`src/rtl/itp_pkg.sv`:
```
// ----------------------------------------------------------------------------
// itp_pkg: shared types and constants of the timestamp parser
// Character codes, parse phases, controller/datapath command and status
// structs, and the fixed-point constants of the epoch conversion.
// ----------------------------------------------------------------------------
package itp_pkg;

  // Character codes
  localparam logic [7:0] CH_0     = 8'h30;
  localparam logic [7:0] CH_9     = 8'h39;
  localparam logic [7:0] CH_DASH  = 8'h2D;
  localparam logic [7:0] CH_PLUS  = 8'h2B;
  localparam logic [7:0] CH_COLON = 8'h3A;
  localparam logic [7:0] CH_DOT   = 8'h2E;
  localparam logic [7:0] CH_SPACE = 8'h20;
  localparam logic [7:0] CH_T_UC  = 8'h54;
  localparam logic [7:0] CH_T_LC  = 8'h74;
  localparam logic [7:0] CH_Z_UC  = 8'h5A;
  localparam logic [7:0] CH_Z_LC  = 8'h7A;

  // Date field layout: YYYY-MM-DD
  localparam logic [3:0] YEAR_END   = 4'd4;
  localparam logic [3:0] MONTH_END  = 4'd7;
  localparam logic [3:0] DATE_LEN   = 4'd10;

  // Epoch conversion constants
  localparam int HOUR_SECONDS   = 3600;
  localparam int MINUTE_SECONDS = 60;
  localparam int DAY_SECONDS    = 86400;
  localparam int YEAR_DAYS      = 365;
  // civil year shifted to a March-based year, plus 400 to stay positive
  localparam int YEAR_BIAS      = 399;
  // one era (146097) plus days from 0000-03-01 to 1970-01-01, plus one
  localparam int DAY_BIAS       = 865566;
  // x / 12 = (x * 171) >> 11 for x below 128
  localparam int DIV12_MUL      = 171;
  localparam int DIV12_SHIFT    = 11;
  // x / 25 = (x * 2622) >> 16 for x below 2700
  localparam int DIV25_MUL      = 2622;
  localparam int DIV25_SHIFT    = 16;

  // Cycles from the last character to the loaded result
  localparam int CALC_CYCLES    = 5;
  localparam int CALC_W         = $clog2(CALC_CYCLES);

  typedef enum logic [18:0] {
    PH_DATE   = 19'b000_0000_0000_0000_0001,
    PH_SEP    = 19'b000_0000_0000_0000_0010,
    PH_H1     = 19'b000_0000_0000_0000_0100,
    PH_H2     = 19'b000_0000_0000_0000_1000,
    PH_AFT_H  = 19'b000_0000_0000_0001_0000,
    PH_MI1    = 19'b000_0000_0000_0010_0000,
    PH_MI2    = 19'b000_0000_0000_0100_0000,
    PH_AFT_M  = 19'b000_0000_0000_1000_0000,
    PH_S1     = 19'b000_0000_0001_0000_0000,
    PH_S2     = 19'b000_0000_0010_0000_0000,
    PH_AFT_S  = 19'b000_0000_0100_0000_0000,
    PH_FRAC   = 19'b000_0000_1000_0000_0000,
    PH_OH1    = 19'b000_0001_0000_0000_0000,
    PH_OH2    = 19'b000_0010_0000_0000_0000,
    PH_AFT_OH = 19'b000_0100_0000_0000_0000,
    PH_OM1    = 19'b000_1000_0000_0000_0000,
    PH_OM2    = 19'b001_0000_0000_0000_0000,
    PH_OMN    = 19'b010_0000_0000_0000_0000,
    PH_DONE   = 19'b100_0000_0000_0000_0000
  } phase_t;

  typedef enum logic [2:0] {
    MODE_PARSE = 3'b001,
    MODE_CALC  = 3'b010,
    MODE_SEND  = 3'b100
  } mode_t;

  typedef enum logic [2:0] {
    FLD_NONE,
    FLD_HOUR,
    FLD_MIN,
    FLD_SEC,
    FLD_ZH,
    FLD_ZM
  } field_t;

  typedef struct packed {
    logic   date_step;  // run one date character
    field_t push;       // append the digit to a time or zone field
    logic   zm_first;   // load zone minutes with the digit
    logic   zm_clear;   // zero zone minutes
    logic   zone_set;   // mark a zone as present
    logic   sign_set;   // capture the offset sign
    logic   load_out;   // load the result register
    logic   bad;        // result is an error
    logic   clear;      // return fields to reset values
  } cmd_t;

  typedef struct packed {
    logic digit;
    logic colon;
    logic dot;
    logic sep;
    logic zletter;
    logic plus;
    logic minus;
    logic date_err;
    logic date_last;
  } stat_t;

  // Day of the March-based year at which month mp (0 = March) starts
  function automatic logic [8:0] doy_of(input logic [3:0] mp);
    logic [8:0] d;
    unique case (mp)
      4'd0:    d = 9'd0;
      4'd1:    d = 9'd31;
      4'd2:    d = 9'd61;
      4'd3:    d = 9'd92;
      4'd4:    d = 9'd122;
      4'd5:    d = 9'd153;
      4'd6:    d = 9'd184;
      4'd7:    d = 9'd214;
      4'd8:    d = 9'd245;
      4'd9:    d = 9'd275;
      4'd10:   d = 9'd306;
      4'd11:   d = 9'd337;
      default: d = 9'd0;
    endcase
    return d;
  endfunction

endpackage

```
`src/rtl/itp_ctrl.sv`:
```
// ----------------------------------------------------------------------------
// itp_ctrl: parse and sequencing controller
// Walks the grammar one character per request, issues field commands to the
// datapath, then times the conversion and holds the result handshake.
// ----------------------------------------------------------------------------
module itp_ctrl (
  input  logic          clk,
  input  logic          rst,
  input  logic          in_valid,
  input  logic          last,
  input  logic          out_ready,
  input  itp_pkg::stat_t stat,
  output logic          in_ready,
  output logic          out_valid,
  output itp_pkg::cmd_t cmd
);
  import itp_pkg::*;

  localparam logic [CALC_W-1:0] CALC_LAST = CALC_W'(CALC_CYCLES - 1);

  phase_t            phase;
  phase_t            phase_next;
  mode_t             mode;
  logic              err;
  logic              err_next;
  logic              bad_q;
  logic              fin_bad;
  logic [CALC_W-1:0] calc_cnt;
  logic              accept;
  logic              zone_try;
  cmd_t              pcmd;

  assign in_ready  = (mode == MODE_PARSE);
  assign out_valid = (mode == MODE_SEND);
  assign accept    = in_valid && in_ready;

  // Next phase and field commands for the current character
  always_comb begin
    phase_next = phase;
    err_next   = err;
    zone_try   = 1'b0;
    pcmd       = '0;
    pcmd.push  = FLD_NONE;
    unique case (phase)
      PH_DATE: begin
        pcmd.date_step = 1'b1;
        if (stat.date_err) err_next = 1'b1;
        if (stat.date_last) phase_next = PH_SEP;
      end
      PH_SEP:   phase_next = stat.sep ? PH_H1 : PH_DONE;
      PH_H1, PH_H2: begin
        if (!stat.digit) begin
          err_next   = 1'b1;
          phase_next = PH_DONE;
        end else begin
          pcmd.push  = FLD_HOUR;
          phase_next = (phase == PH_H1) ? PH_H2 : PH_AFT_H;
        end
      end
      PH_AFT_H: begin
        if (stat.colon) phase_next = PH_MI1;
        else if (stat.dot) phase_next = PH_FRAC;
        else zone_try = 1'b1;
      end
      PH_MI1, PH_MI2: begin
        if (!stat.digit) begin
          err_next   = 1'b1;
          phase_next = PH_DONE;
        end else begin
          pcmd.push  = FLD_MIN;
          phase_next = (phase == PH_MI1) ? PH_MI2 : PH_AFT_M;
        end
      end
      PH_AFT_M: begin
        if (stat.colon) phase_next = PH_S1;
        else if (stat.dot) phase_next = PH_FRAC;
        else zone_try = 1'b1;
      end
      PH_S1, PH_S2: begin
        if (!stat.digit) begin
          err_next   = 1'b1;
          phase_next = PH_DONE;
        end else begin
          pcmd.push  = FLD_SEC;
          phase_next = (phase == PH_S1) ? PH_S2 : PH_AFT_S;
        end
      end
      PH_AFT_S: begin
        if (stat.dot) phase_next = PH_FRAC;
        else zone_try = 1'b1;
      end
      PH_FRAC: begin
        if (!stat.digit) zone_try = 1'b1;
      end
      PH_OH1, PH_OH2: begin
        if (!stat.digit) begin
          err_next   = 1'b1;
          phase_next = PH_DONE;
        end else begin
          pcmd.push  = FLD_ZH;
          phase_next = (phase == PH_OH1) ? PH_OH2 : PH_AFT_OH;
        end
      end
      PH_AFT_OH: begin
        if (stat.colon) begin
          phase_next = PH_OM1;
        end else if (stat.digit) begin
          pcmd.zm_first = 1'b1;
          phase_next    = PH_OMN;
        end else begin
          phase_next = PH_DONE;
        end
      end
      PH_OM1, PH_OM2: begin
        if (!stat.digit) begin
          err_next   = 1'b1;
          phase_next = PH_DONE;
        end else begin
          pcmd.push  = FLD_ZM;
          phase_next = (phase == PH_OM1) ? PH_OM2 : PH_DONE;
        end
      end
      PH_OMN: begin
        if (stat.digit) pcmd.push = FLD_ZM;
        else pcmd.zm_clear = 1'b1;
        phase_next = PH_DONE;
      end
      PH_DONE: ;
      default: phase_next = PH_DONE;
    endcase

    // Zone letter, signed offset, or end of the recognized text
    if (zone_try) begin
      pcmd.zone_set = stat.zletter || stat.plus || stat.minus;
      pcmd.sign_set = stat.plus || stat.minus;
      phase_next    = (stat.plus || stat.minus) ? PH_OH1 : PH_DONE;
    end

    // A lone offset-minute digit at the end counts as zero minutes
    if (last && (phase_next == PH_OMN)) pcmd.zm_clear = 1'b1;
  end

  // An error was seen, or the text ended short of the date or inside a required digit pair
  assign fin_bad = err_next || (phase_next == PH_DATE)
                || (phase_next == PH_H1)  || (phase_next == PH_H2)
                || (phase_next == PH_MI1) || (phase_next == PH_MI2)
                || (phase_next == PH_S1)  || (phase_next == PH_S2)
                || (phase_next == PH_OH1) || (phase_next == PH_OH2)
                || (phase_next == PH_OM1) || (phase_next == PH_OM2);

  always_comb begin
    cmd          = accept ? pcmd : '0;
    if (!accept) cmd.push = FLD_NONE;
    cmd.load_out = (mode == MODE_CALC) && (calc_cnt == CALC_LAST);
    cmd.bad      = bad_q;
    cmd.clear    = (mode == MODE_SEND) && out_ready;
  end

  always_ff @(posedge clk) begin
    if (rst) begin
      phase    <= PH_DATE;
      mode     <= MODE_PARSE;
      err      <= 1'b0;
      bad_q    <= 1'b0;
      calc_cnt <= '0;
    end else begin
      unique case (mode)
        MODE_PARSE: begin
          if (accept) begin
            phase <= phase_next;
            err   <= err_next;
            if (last) begin
              mode     <= MODE_CALC;
              bad_q    <= fin_bad;
              calc_cnt <= '0;
            end
          end
        end
        MODE_CALC: begin
          calc_cnt <= calc_cnt + 1'b1;
          if (calc_cnt == CALC_LAST) mode <= MODE_SEND;
        end
        MODE_SEND: begin
          if (out_ready) begin
            mode  <= MODE_PARSE;
            phase <= PH_DATE;
            err   <= 1'b0;
          end
        end
        default: mode <= MODE_PARSE;
      endcase
    end
  end

endmodule

```
`src/rtl/itp_datapath.sv`:
```
// ----------------------------------------------------------------------------
// itp_datapath: field registers and epoch conversion pipeline
// Classifies characters, accumulates date, time and zone fields, and turns
// them into UTC seconds through a four-stage pipeline and a result register.
// ----------------------------------------------------------------------------
module itp_datapath (
  input  logic                clk,
  input  logic                rst,
  input  logic [7:0]          char_code,
  input  itp_pkg::cmd_t       cmd,
  output itp_pkg::stat_t      stat,
  output logic                status,
  output logic signed [38:0]  epoch_seconds,
  output logic                zone_given
);
  import itp_pkg::*;

  function automatic logic [6:0] push2(input logic [6:0] acc, input logic [3:0] d);
    return 7'(acc * 7'd10 + {3'b000, d});
  endfunction

  // Fields
  logic [3:0]  char_count;
  logic [13:0] year_value;
  logic [6:0]  month_value;
  logic [6:0]  day_value;
  logic [6:0]  hour_value;
  logic [6:0]  minute_value;
  logic [6:0]  second_value;
  logic        zone_negative;
  logic [6:0]  zone_hours;
  logic [6:0]  zone_minutes;
  logic        zone_seen;

  logic        digit;
  logic [3:0]  dval;
  logic        dash_pos;

  // Stage 1 logic and registers
  logic [7:0]  mm;
  logic [15:0] q12_prod;
  logic [3:0]  q12;
  logic [7:0]  r12_full;
  logic [3:0]  r12;
  logic        early;
  logic [3:0]  mp;
  logic [13:0] s1_y;
  logic [8:0]  s1_doy;
  logic [18:0] s1_tsec;
  logic [18:0] s1_zsec;

  // Stage 2
  logic [11:0] ysh;
  logic [23:0] q100_prod;
  logic signed [20:0] t_s;
  logic signed [20:0] z_s;
  logic [6:0]  s2_q100;
  logic [21:0] s2_dsum;
  logic signed [20:0] s2_tod;

  // Stage 3 and 4
  logic signed [23:0] s3_days;
  logic signed [20:0] s3_tod;
  logic signed [41:0] s4_prod;
  logic signed [20:0] s4_tod;
  logic signed [41:0] sum;

  assign digit    = (char_code >= CH_0) && (char_code <= CH_9);
  assign dval     = 4'(char_code - CH_0);
  assign dash_pos = (char_count == YEAR_END) || (char_count == MONTH_END);

  always_comb begin
    stat.digit     = digit;
    stat.colon     = (char_code == CH_COLON);
    stat.dot       = (char_code == CH_DOT);
    stat.sep       = (char_code == CH_T_UC) || (char_code == CH_T_LC)
                  || (char_code == CH_SPACE);
    stat.zletter   = (char_code == CH_Z_UC) || (char_code == CH_Z_LC);
    stat.plus      = (char_code == CH_PLUS);
    stat.minus     = (char_code == CH_DASH);
    stat.date_err  = dash_pos ? (char_code != CH_DASH) : !digit;
    stat.date_last = (char_count == DATE_LEN - 4'd1);
  end

  always_ff @(posedge clk) begin
    if (rst || cmd.clear) begin
      char_count    <= '0;
      year_value    <= '0;
      month_value   <= '0;
      day_value     <= '0;
      hour_value    <= '0;
      minute_value  <= '0;
      second_value  <= '0;
      zone_negative <= 1'b0;
      zone_hours    <= '0;
      zone_minutes  <= '0;
      zone_seen     <= 1'b0;
    end else begin
      if (cmd.date_step) begin
        if (!dash_pos && digit) begin
          if (char_count < YEAR_END) begin
            year_value <= 14'(year_value * 14'd10 + {10'd0, dval});
          end else if (char_count < MONTH_END) begin
            month_value <= push2(month_value, dval);
          end else begin
            day_value <= push2(day_value, dval);
          end
        end
        if (char_count != DATE_LEN) char_count <= char_count + 4'd1;
      end
      unique case (cmd.push)
        FLD_HOUR: hour_value   <= push2(hour_value, dval);
        FLD_MIN:  minute_value <= push2(minute_value, dval);
        FLD_SEC:  second_value <= push2(second_value, dval);
        FLD_ZH:   zone_hours   <= push2(zone_hours, dval);
        FLD_NONE, FLD_ZM: ;
        default: ;
      endcase
      // clear wins over a digit that arrives on the final character
      if (cmd.zm_clear) zone_minutes <= '0;
      else if (cmd.zm_first) zone_minutes <= {3'b000, dval};
      else if (cmd.push == FLD_ZM) zone_minutes <= push2(zone_minutes, dval);
      if (cmd.zone_set) zone_seen <= 1'b1;
      if (cmd.sign_set) zone_negative <= stat.minus;
    end
  end

  // Stage 1: March-based year and month, time of day, zone offset
  always_comb begin
    mm       = {1'b0, month_value} + 8'd11;
    q12_prod = {8'd0, mm} * 16'(DIV12_MUL);
    q12      = 4'(q12_prod >> DIV12_SHIFT);
    r12_full = mm - {4'd0, q12} * 8'd12;
    r12      = r12_full[3:0];
    early    = (r12 <= 4'd1);
    mp       = early ? r12 + 4'd10 : r12 - 4'd2;
  end

  always_ff @(posedge clk) begin
    s1_y    <= year_value + 14'(YEAR_BIAS) + {10'd0, q12} - {13'd0, early};
    s1_doy  <= doy_of(mp);
    s1_tsec <= 19'(hour_value) * 19'(HOUR_SECONDS)
             + 19'(minute_value) * 19'(MINUTE_SECONDS) + 19'(second_value);
    s1_zsec <= 19'(zone_hours) * 19'(HOUR_SECONDS)
             + 19'(zone_minutes) * 19'(MINUTE_SECONDS);
  end

  // Stage 2: century count, day sum, offset applied
  assign ysh       = s1_y[13:2];
  assign q100_prod = {12'd0, ysh} * 24'(DIV25_MUL);
  assign t_s       = $signed({2'b00, s1_tsec});
  assign z_s       = $signed({2'b00, s1_zsec});

  always_ff @(posedge clk) begin
    s2_q100 <= 7'(q100_prod >> DIV25_SHIFT);
    s2_dsum <= 22'(s1_y) * 22'(YEAR_DAYS) + {10'd0, ysh} + {13'd0, s1_doy}
             + {15'd0, day_value};
    s2_tod  <= zone_negative ? t_s + z_s : t_s - z_s;
  end

  // Stage 3: days since the epoch
  always_ff @(posedge clk) begin
    s3_days <= $signed({2'b00, s2_dsum}) - $signed({17'd0, s2_q100})
             + $signed({19'd0, s2_q100[6:2]}) - 24'(DAY_BIAS);
    s3_tod  <= s2_tod;
  end

  // Stage 4: days to seconds
  always_ff @(posedge clk) begin
    s4_prod <= s3_days * 18'(DAY_SECONDS);
    s4_tod  <= s3_tod;
  end

  assign sum = s4_prod + 42'(s4_tod);

  always_ff @(posedge clk) begin
    if (cmd.load_out) begin
      status        <= cmd.bad;
      epoch_seconds <= cmd.bad ? '0 : sum[38:0];
      zone_given    <= !cmd.bad && zone_seen;
    end
  end

endmodule

```
`src/rtl/iso8601_timestamp_parser.sv`:
```
// ----------------------------------------------------------------------------
// iso8601_timestamp_parser: streaming ISO 8601 / RFC 3339 timestamp parser
// Parses a timestamp text one character per request and returns its status
// and UTC epoch seconds once the last character has been taken.
// ----------------------------------------------------------------------------
// The block takes one ASCII character per clock on the input channel while it
// parses; the character flagged last closes the text. It accepts YYYY-MM-DD,
// then optionally T, t or space with hh, :mm, :ss, a skipped fraction, and Z
// or a signed offset hh[:mm|mm]; anything after the recognized part is
// ignored. Out-of-range fields roll over as a proleptic Gregorian timegm, and
// the offset is subtracted. After the last character the input stalls while
// the four-stage conversion pipeline in the datapath runs into the result
// register; then the result request is held until taken and the next text is
// accepted from the following cycle. Status 1 marks a malformed or short
// text; epoch_seconds and zone_given are then 0.
// ----------------------------------------------------------------------------
module iso8601_timestamp_parser (
  input  logic               clk,
  input  logic               rst,
  input  logic               in_valid,
  output logic               in_ready,
  input  logic [7:0]         char_code,
  input  logic               last,
  output logic               out_valid,
  input  logic               out_ready,
  output logic               status,
  output logic signed [38:0] epoch_seconds,
  output logic               zone_given
);
  import itp_pkg::*;

  cmd_t  cmd;
  stat_t stat;

  // Grammar walk, conversion timing and both handshakes
  itp_ctrl u_ctrl (
    .clk       (clk),
    .rst       (rst),
    .in_valid  (in_valid),
    .last      (last),
    .out_ready (out_ready),
    .stat      (stat),
    .in_ready  (in_ready),
    .out_valid (out_valid),
    .cmd       (cmd)
  );

  // Character classes, field accumulators, conversion and result register
  itp_datapath u_datapath (
    .clk           (clk),
    .rst           (rst),
    .char_code     (char_code),
    .cmd           (cmd),
    .stat          (stat),
    .status        (status),
    .epoch_seconds (epoch_seconds),
    .zone_given    (zone_given)
  );

endmodule

```
`config.mk`:
```
export PLATFORM = sky130hd
export DESIGN_NAME = iso8601_timestamp_parser
export DESIGN_NICKNAME = d
export VERILOG_FILES = /design/src/rtl/itp_pkg.sv /design/src/rtl/itp_ctrl.sv /design/src/rtl/itp_datapath.sv /design/src/rtl/iso8601_timestamp_parser.sv
export SDC_FILE = /design/constraint.sdc
export NUM_CORES = 2
export LEC_CHECK = 0
export ABC_CLOCK_PERIOD_IN_PS = 7200
export BUFFER_PORTS_ARGS = -buffer_cell sky130_fd_sc_hd__buf_2
export CORE_MARGIN = 1.5
export CORE_UTILIZATION = 59
export CTS_CLUSTER_DIAMETER = 60
export DETAILED_ROUTE_END_ITERATION = 10
export PLACE_DENSITY = 0.79
export SETUP_SLACK_MARGIN = 0.5
export SYNTH_ARGS = -nofsm -noshare
export SYNTH_HDL_FRONTEND = slang
export SYNTH_SLANG_ARGS = --single-unit
```
`constraint.sdc`:
```
create_clock -name clk -period 7.2 [get_ports clk]
set_input_delay 1.44 -clock clk [delete_from_list [all_inputs] [get_ports clk]]
set_output_delay 1.44 -clock clk [all_outputs]
set_load 0.1 [all_outputs]
```
==> impl_summary.txt <==
----------------------------------------------------
[Timing]
  Maximum achievable frequency ... approximately 150 MHz
  Final Hold Violating Endpoints ... 0
  Setup clock skew after layout ... around 0.026 ns
  Total count of max-transition violations in the final report ... 0
  Slew at the pin closest to its max-slew limit ... about 0.91 ns
  Setup repair after global routing missed its margin ... yes
  Worst rel slew slack ... 0.395
  Final setup violation count ... 0
  Time the final worst path needs with I/O delays and setup ... approximately 6.6 ns
  Final Cycle Share ... 0.922

[Critical path]
  Maximum fanout count along the critical path ... 4
  CP Buf/Inv Count ... 5
  Worst endpoint data arrival time ... 7.14 ns
  Element type at the critical path start ... flop
  Path type of the worst setup path ... reg -> reg
  Crit end category ... flop
  Worst-path cell with the longest stage delay ... fa_1
  CP required ... ~7.7 ns
  Top cell family by delay on the critical path ... adder cells
  CP peak stage delay ... 0.54 ns

[Outcome]
  Status ... complete, no violations

[Synthesis]
  Flip-flop and latch count after synthesis ... 344
  Leading area contributor after synthesis ... ha_1
  Syn. warnings ... 0
  Number of distinct library cell variants in the gate-level netlist after synthesis ... 86
  Per-instance average area after synthesis ... 9.50 um2
  Share of synthesized registers carrying an async set or reset ... 0
  Synth top area share ... 0.238
  Netlist Area Pre-Place ... 31900 um2
  Most used flip-flop cell after synthesis ... dfxtp_1
  Number of instances in the synthesized netlist ... 3362
  Number of enable flip-flop cells after synthesis ... just over 40
  Leading cell types by total area after synthesis ... ha_1 (24%), dfxtp_1 (19%), fa_1 (15%), inv_1 (6.6%), xnor2_1 (5.5%)
  Sequential area share after synthesis ... 0.228
  Net count after synthesis ... ~4200

[Floorplanning]
  I/O pin count ... 56
  Die Y-Extent ... 236 um
  Core region area ... 53700 um2
  Total die area ... 55500 um2
  Number of rows in the core area ... 85
  Initial Util ... 0.595
  Die width ... 236 um

[GRT]
  Vias in the first global route ... about 23000
  Maximum number of pins on one net before global-route repair ... 64
  Tot GR Track Use ... 0.222
  Residual overflow from global routing ... 0
  Number of antenna violations at the first check in global routing ... 0
  First-pass GRT wire length ... 103000 um

[Cells and area]
  Antenna diodes ... 0
  Non-filler instance count after layout ... 4176
  Area added between synthesis and finish ... 9.14%
  Commonest non-fill, non-tap cells in the layout ... ha_1 (603), inv_1 (555), dfxtp_1 (299)
  Fraction of layout cells with a size suffix above 1 ... 0.0678
  Commonest non-fill, non-tap cell in the layout ... ha_1
  Post-layout net count ... 4310
  Fillers ... 4162

[Drt]
  Initial drt markers ... 881
  Number of detailed-route iterations in the first pass ... 6
  Via count ... 22400
  Overall routed net length ... 60900 um
  Antenna-violating nets left ... 0
  Drt via density ... ~5.4
  Total DRC errors in the routed layout ... 0
  Wire per inst ... 14.6 um

[Clocking]
  Number of buffers inserted during clock tree synthesis ... between 40 and 50
  Buffers from clock root to sink, at most ... 3
  Clock-pin slew of the registers on the worst-case setup and hold paths ... 0.06 ns
  CTS tree ... done
  Hold buffers post-CTS ... 0
  Number of levels in the clock H-tree ... 2
  Later-pin clock latency in the skew report ... 0.59 ns
  CTS sink count ... between 300 and 400
  Master cell of the clock root buffer ... clkbuf_16

[Placed design]
  Port Buf Inserts ... 55
  Last weighted congestion value of the routability-driven placer ... about 0.9
  Total instance count after detailed placement ... between 4000 and 5000
  HPWL Detailed ... roughly 47000 um

[Hold path]
  Path category of the worst min-delay check ... reg -> reg

[Flow run]
  Max-cap check violation count ... 0

----------------------------------------------------
-- cell usage after synthesis (all sizes together) (6+ instances only) --
| cell | n |
|---|---|
| or2 | 8 |
| o211a | 6 |
| a21o | 65 |
| inv | 563 |
| nand3 | 35 |
| nor4 | 18 |
| a211oi | 31 |
| mux2i | 33 |
| a31oi | 11 |
| o31a | 7 |
| o211ai | 8 |
| a22oi | 7 |
| nor2 | 255 |
| nor3 | 58 |
| nand2b | 33 |
| nand4 | 13 |
| o21bai | 31 |
| clkbuf | 42 |
| a21oi | 193 |
| xnor2 | 201 |
| nor3b | 21 |
| nor2b | 61 |
| nand3b | 11 |
| o31ai | 8 |
| and3 | 12 |
| and2 | 11 |
| a41o | 6 |
| ha | 607 |
| xor2 | 94 |
| or3 | 12 |
| buf | 7 |
| fa | 243 |
| o21a | 32 |
| dfxtp | 303 |
| o22ai | 6 |
| edfxtp | 41 |
| nand2 | 102 |
| o21ai | 97 |
-- sequential cells by signal, indices dropped and copies added, names as in the netlist, 7 cells and up --
signal / cells
u_datapath.day_value: 7
u_datapath.s2_dsum: 22
u_datapath.minute_value: 7
u_ctrl.phase: 19
u_datapath.s2_tod: 21
u_datapath.s1_zsec: 17
u_datapath.s4_tod: 21
u_datapath.s1_tsec: 19
u_datapath.s4_prod: 32
u_datapath.zone_minutes: 7
u_datapath.month_value: 7
u_datapath.hour_value: 7
u_datapath.s3_tod: 21
u_datapath.year_value: 14
u_datapath.s2_q100: 7
u_datapath.second_value: 7
u_datapath.zone_hours: 7
u_datapath.s1_doy: 9
u_datapath.s1_y: 14
u_datapath.epoch_seconds: 39
u_datapath.s3_days: 24
-- per-layer routing --
layer | track usage | up-vias | wire (um)
li1 | - | 11400 | -
met2 | 0.404 | 311 | 30400
met3 | 0.0245 | 98 | 1770
met1 | 0.276 | 10600 | 27300
met5 | 0 | - | 0
met4 | 0.0610 | 0 | 1390
-- through the flow --
| step | TNS, ns | instance area [um2] | hold slack [ns] | util | setup WS, ns |
|---|---|---|---|---|---|
| 3_5_place_dp | -0.0472 | 33100 | 0.312 | 0.616 | -0.0472 |
| 6_report | 0 | 34900 | 0.326 | 0.649 | 0.563 |
| 2_1_floorplan | 0 | 32000 | 0.310 | - | 0.500 |
| 3_3_place_gp | 0 | 33100 | 0.310 | 0.616 | 0.113 |
| 5_1_grt | 0 | 34900 | 0.330 | 0.649 | 0.167 |
| 4_1_cts | 0 | 34700 | 0.326 | 0.647 | 0.506 |
-- worst paths after layout --
kind,from,to,slack [ns],cells after the start
worst max-delay path,u_datapath.month_value[0]$_SDFFE_PP0P_,u_datapath.s1_y[13]$_DFF_P_,0.56,33
worst min-delay path,u_datapath.s3_tod[10]$_DFF_P_,u_datapath.s4_tod[10]$_DFF_P_,0.33,0
worst max register to register,u_datapath.month_value[0]$_SDFFE_PP0P_,u_datapath.s1_y[13]$_DFF_P_,0.56,33
worst min register to register,u_datapath.s3_tod[10]$_DFF_P_,u_datapath.s4_tod[10]$_DFF_P_,0.33,0
-- area by class of cell --
type                            instances  area (um2)  share of cell area
Multi-Input combinational cell       2406       22500               0.646
Sequential cell                       344        7310               0.210
Inverter                              563        2120              0.0608
Clock buffer                           51        1120              0.0323
Tap cell                              696         871              0.0250
Timing Repair Buffer                   90         538              0.0154
Clock inverter                         26         368              0.0106
-- timing repair --
action	CTS	global route
gates resized for setup	20	14
setup buffers	16	5
cloned	0	0
pin swaps	22	24
endpoints found under the setup margin	6	6
-- cell families after synthesis --
family / after synthesis / share of synthesized area
multiplexers: 33 / 0.0103
adder cells (fa/ha/maj): 850 / 0.390
buffers and inverters: 612 / 0.0722
AND/OR/NAND/NOR: 664 / 0.103
flip-flops: 344 / 0.228
XOR/XNOR: 296 / 0.0818
AO/OA/AOI/OAI: 563 / 0.114
Power is not shown: default switching activity piles up to over one toggle a cycle in this logic, so the estimate is an artifact.
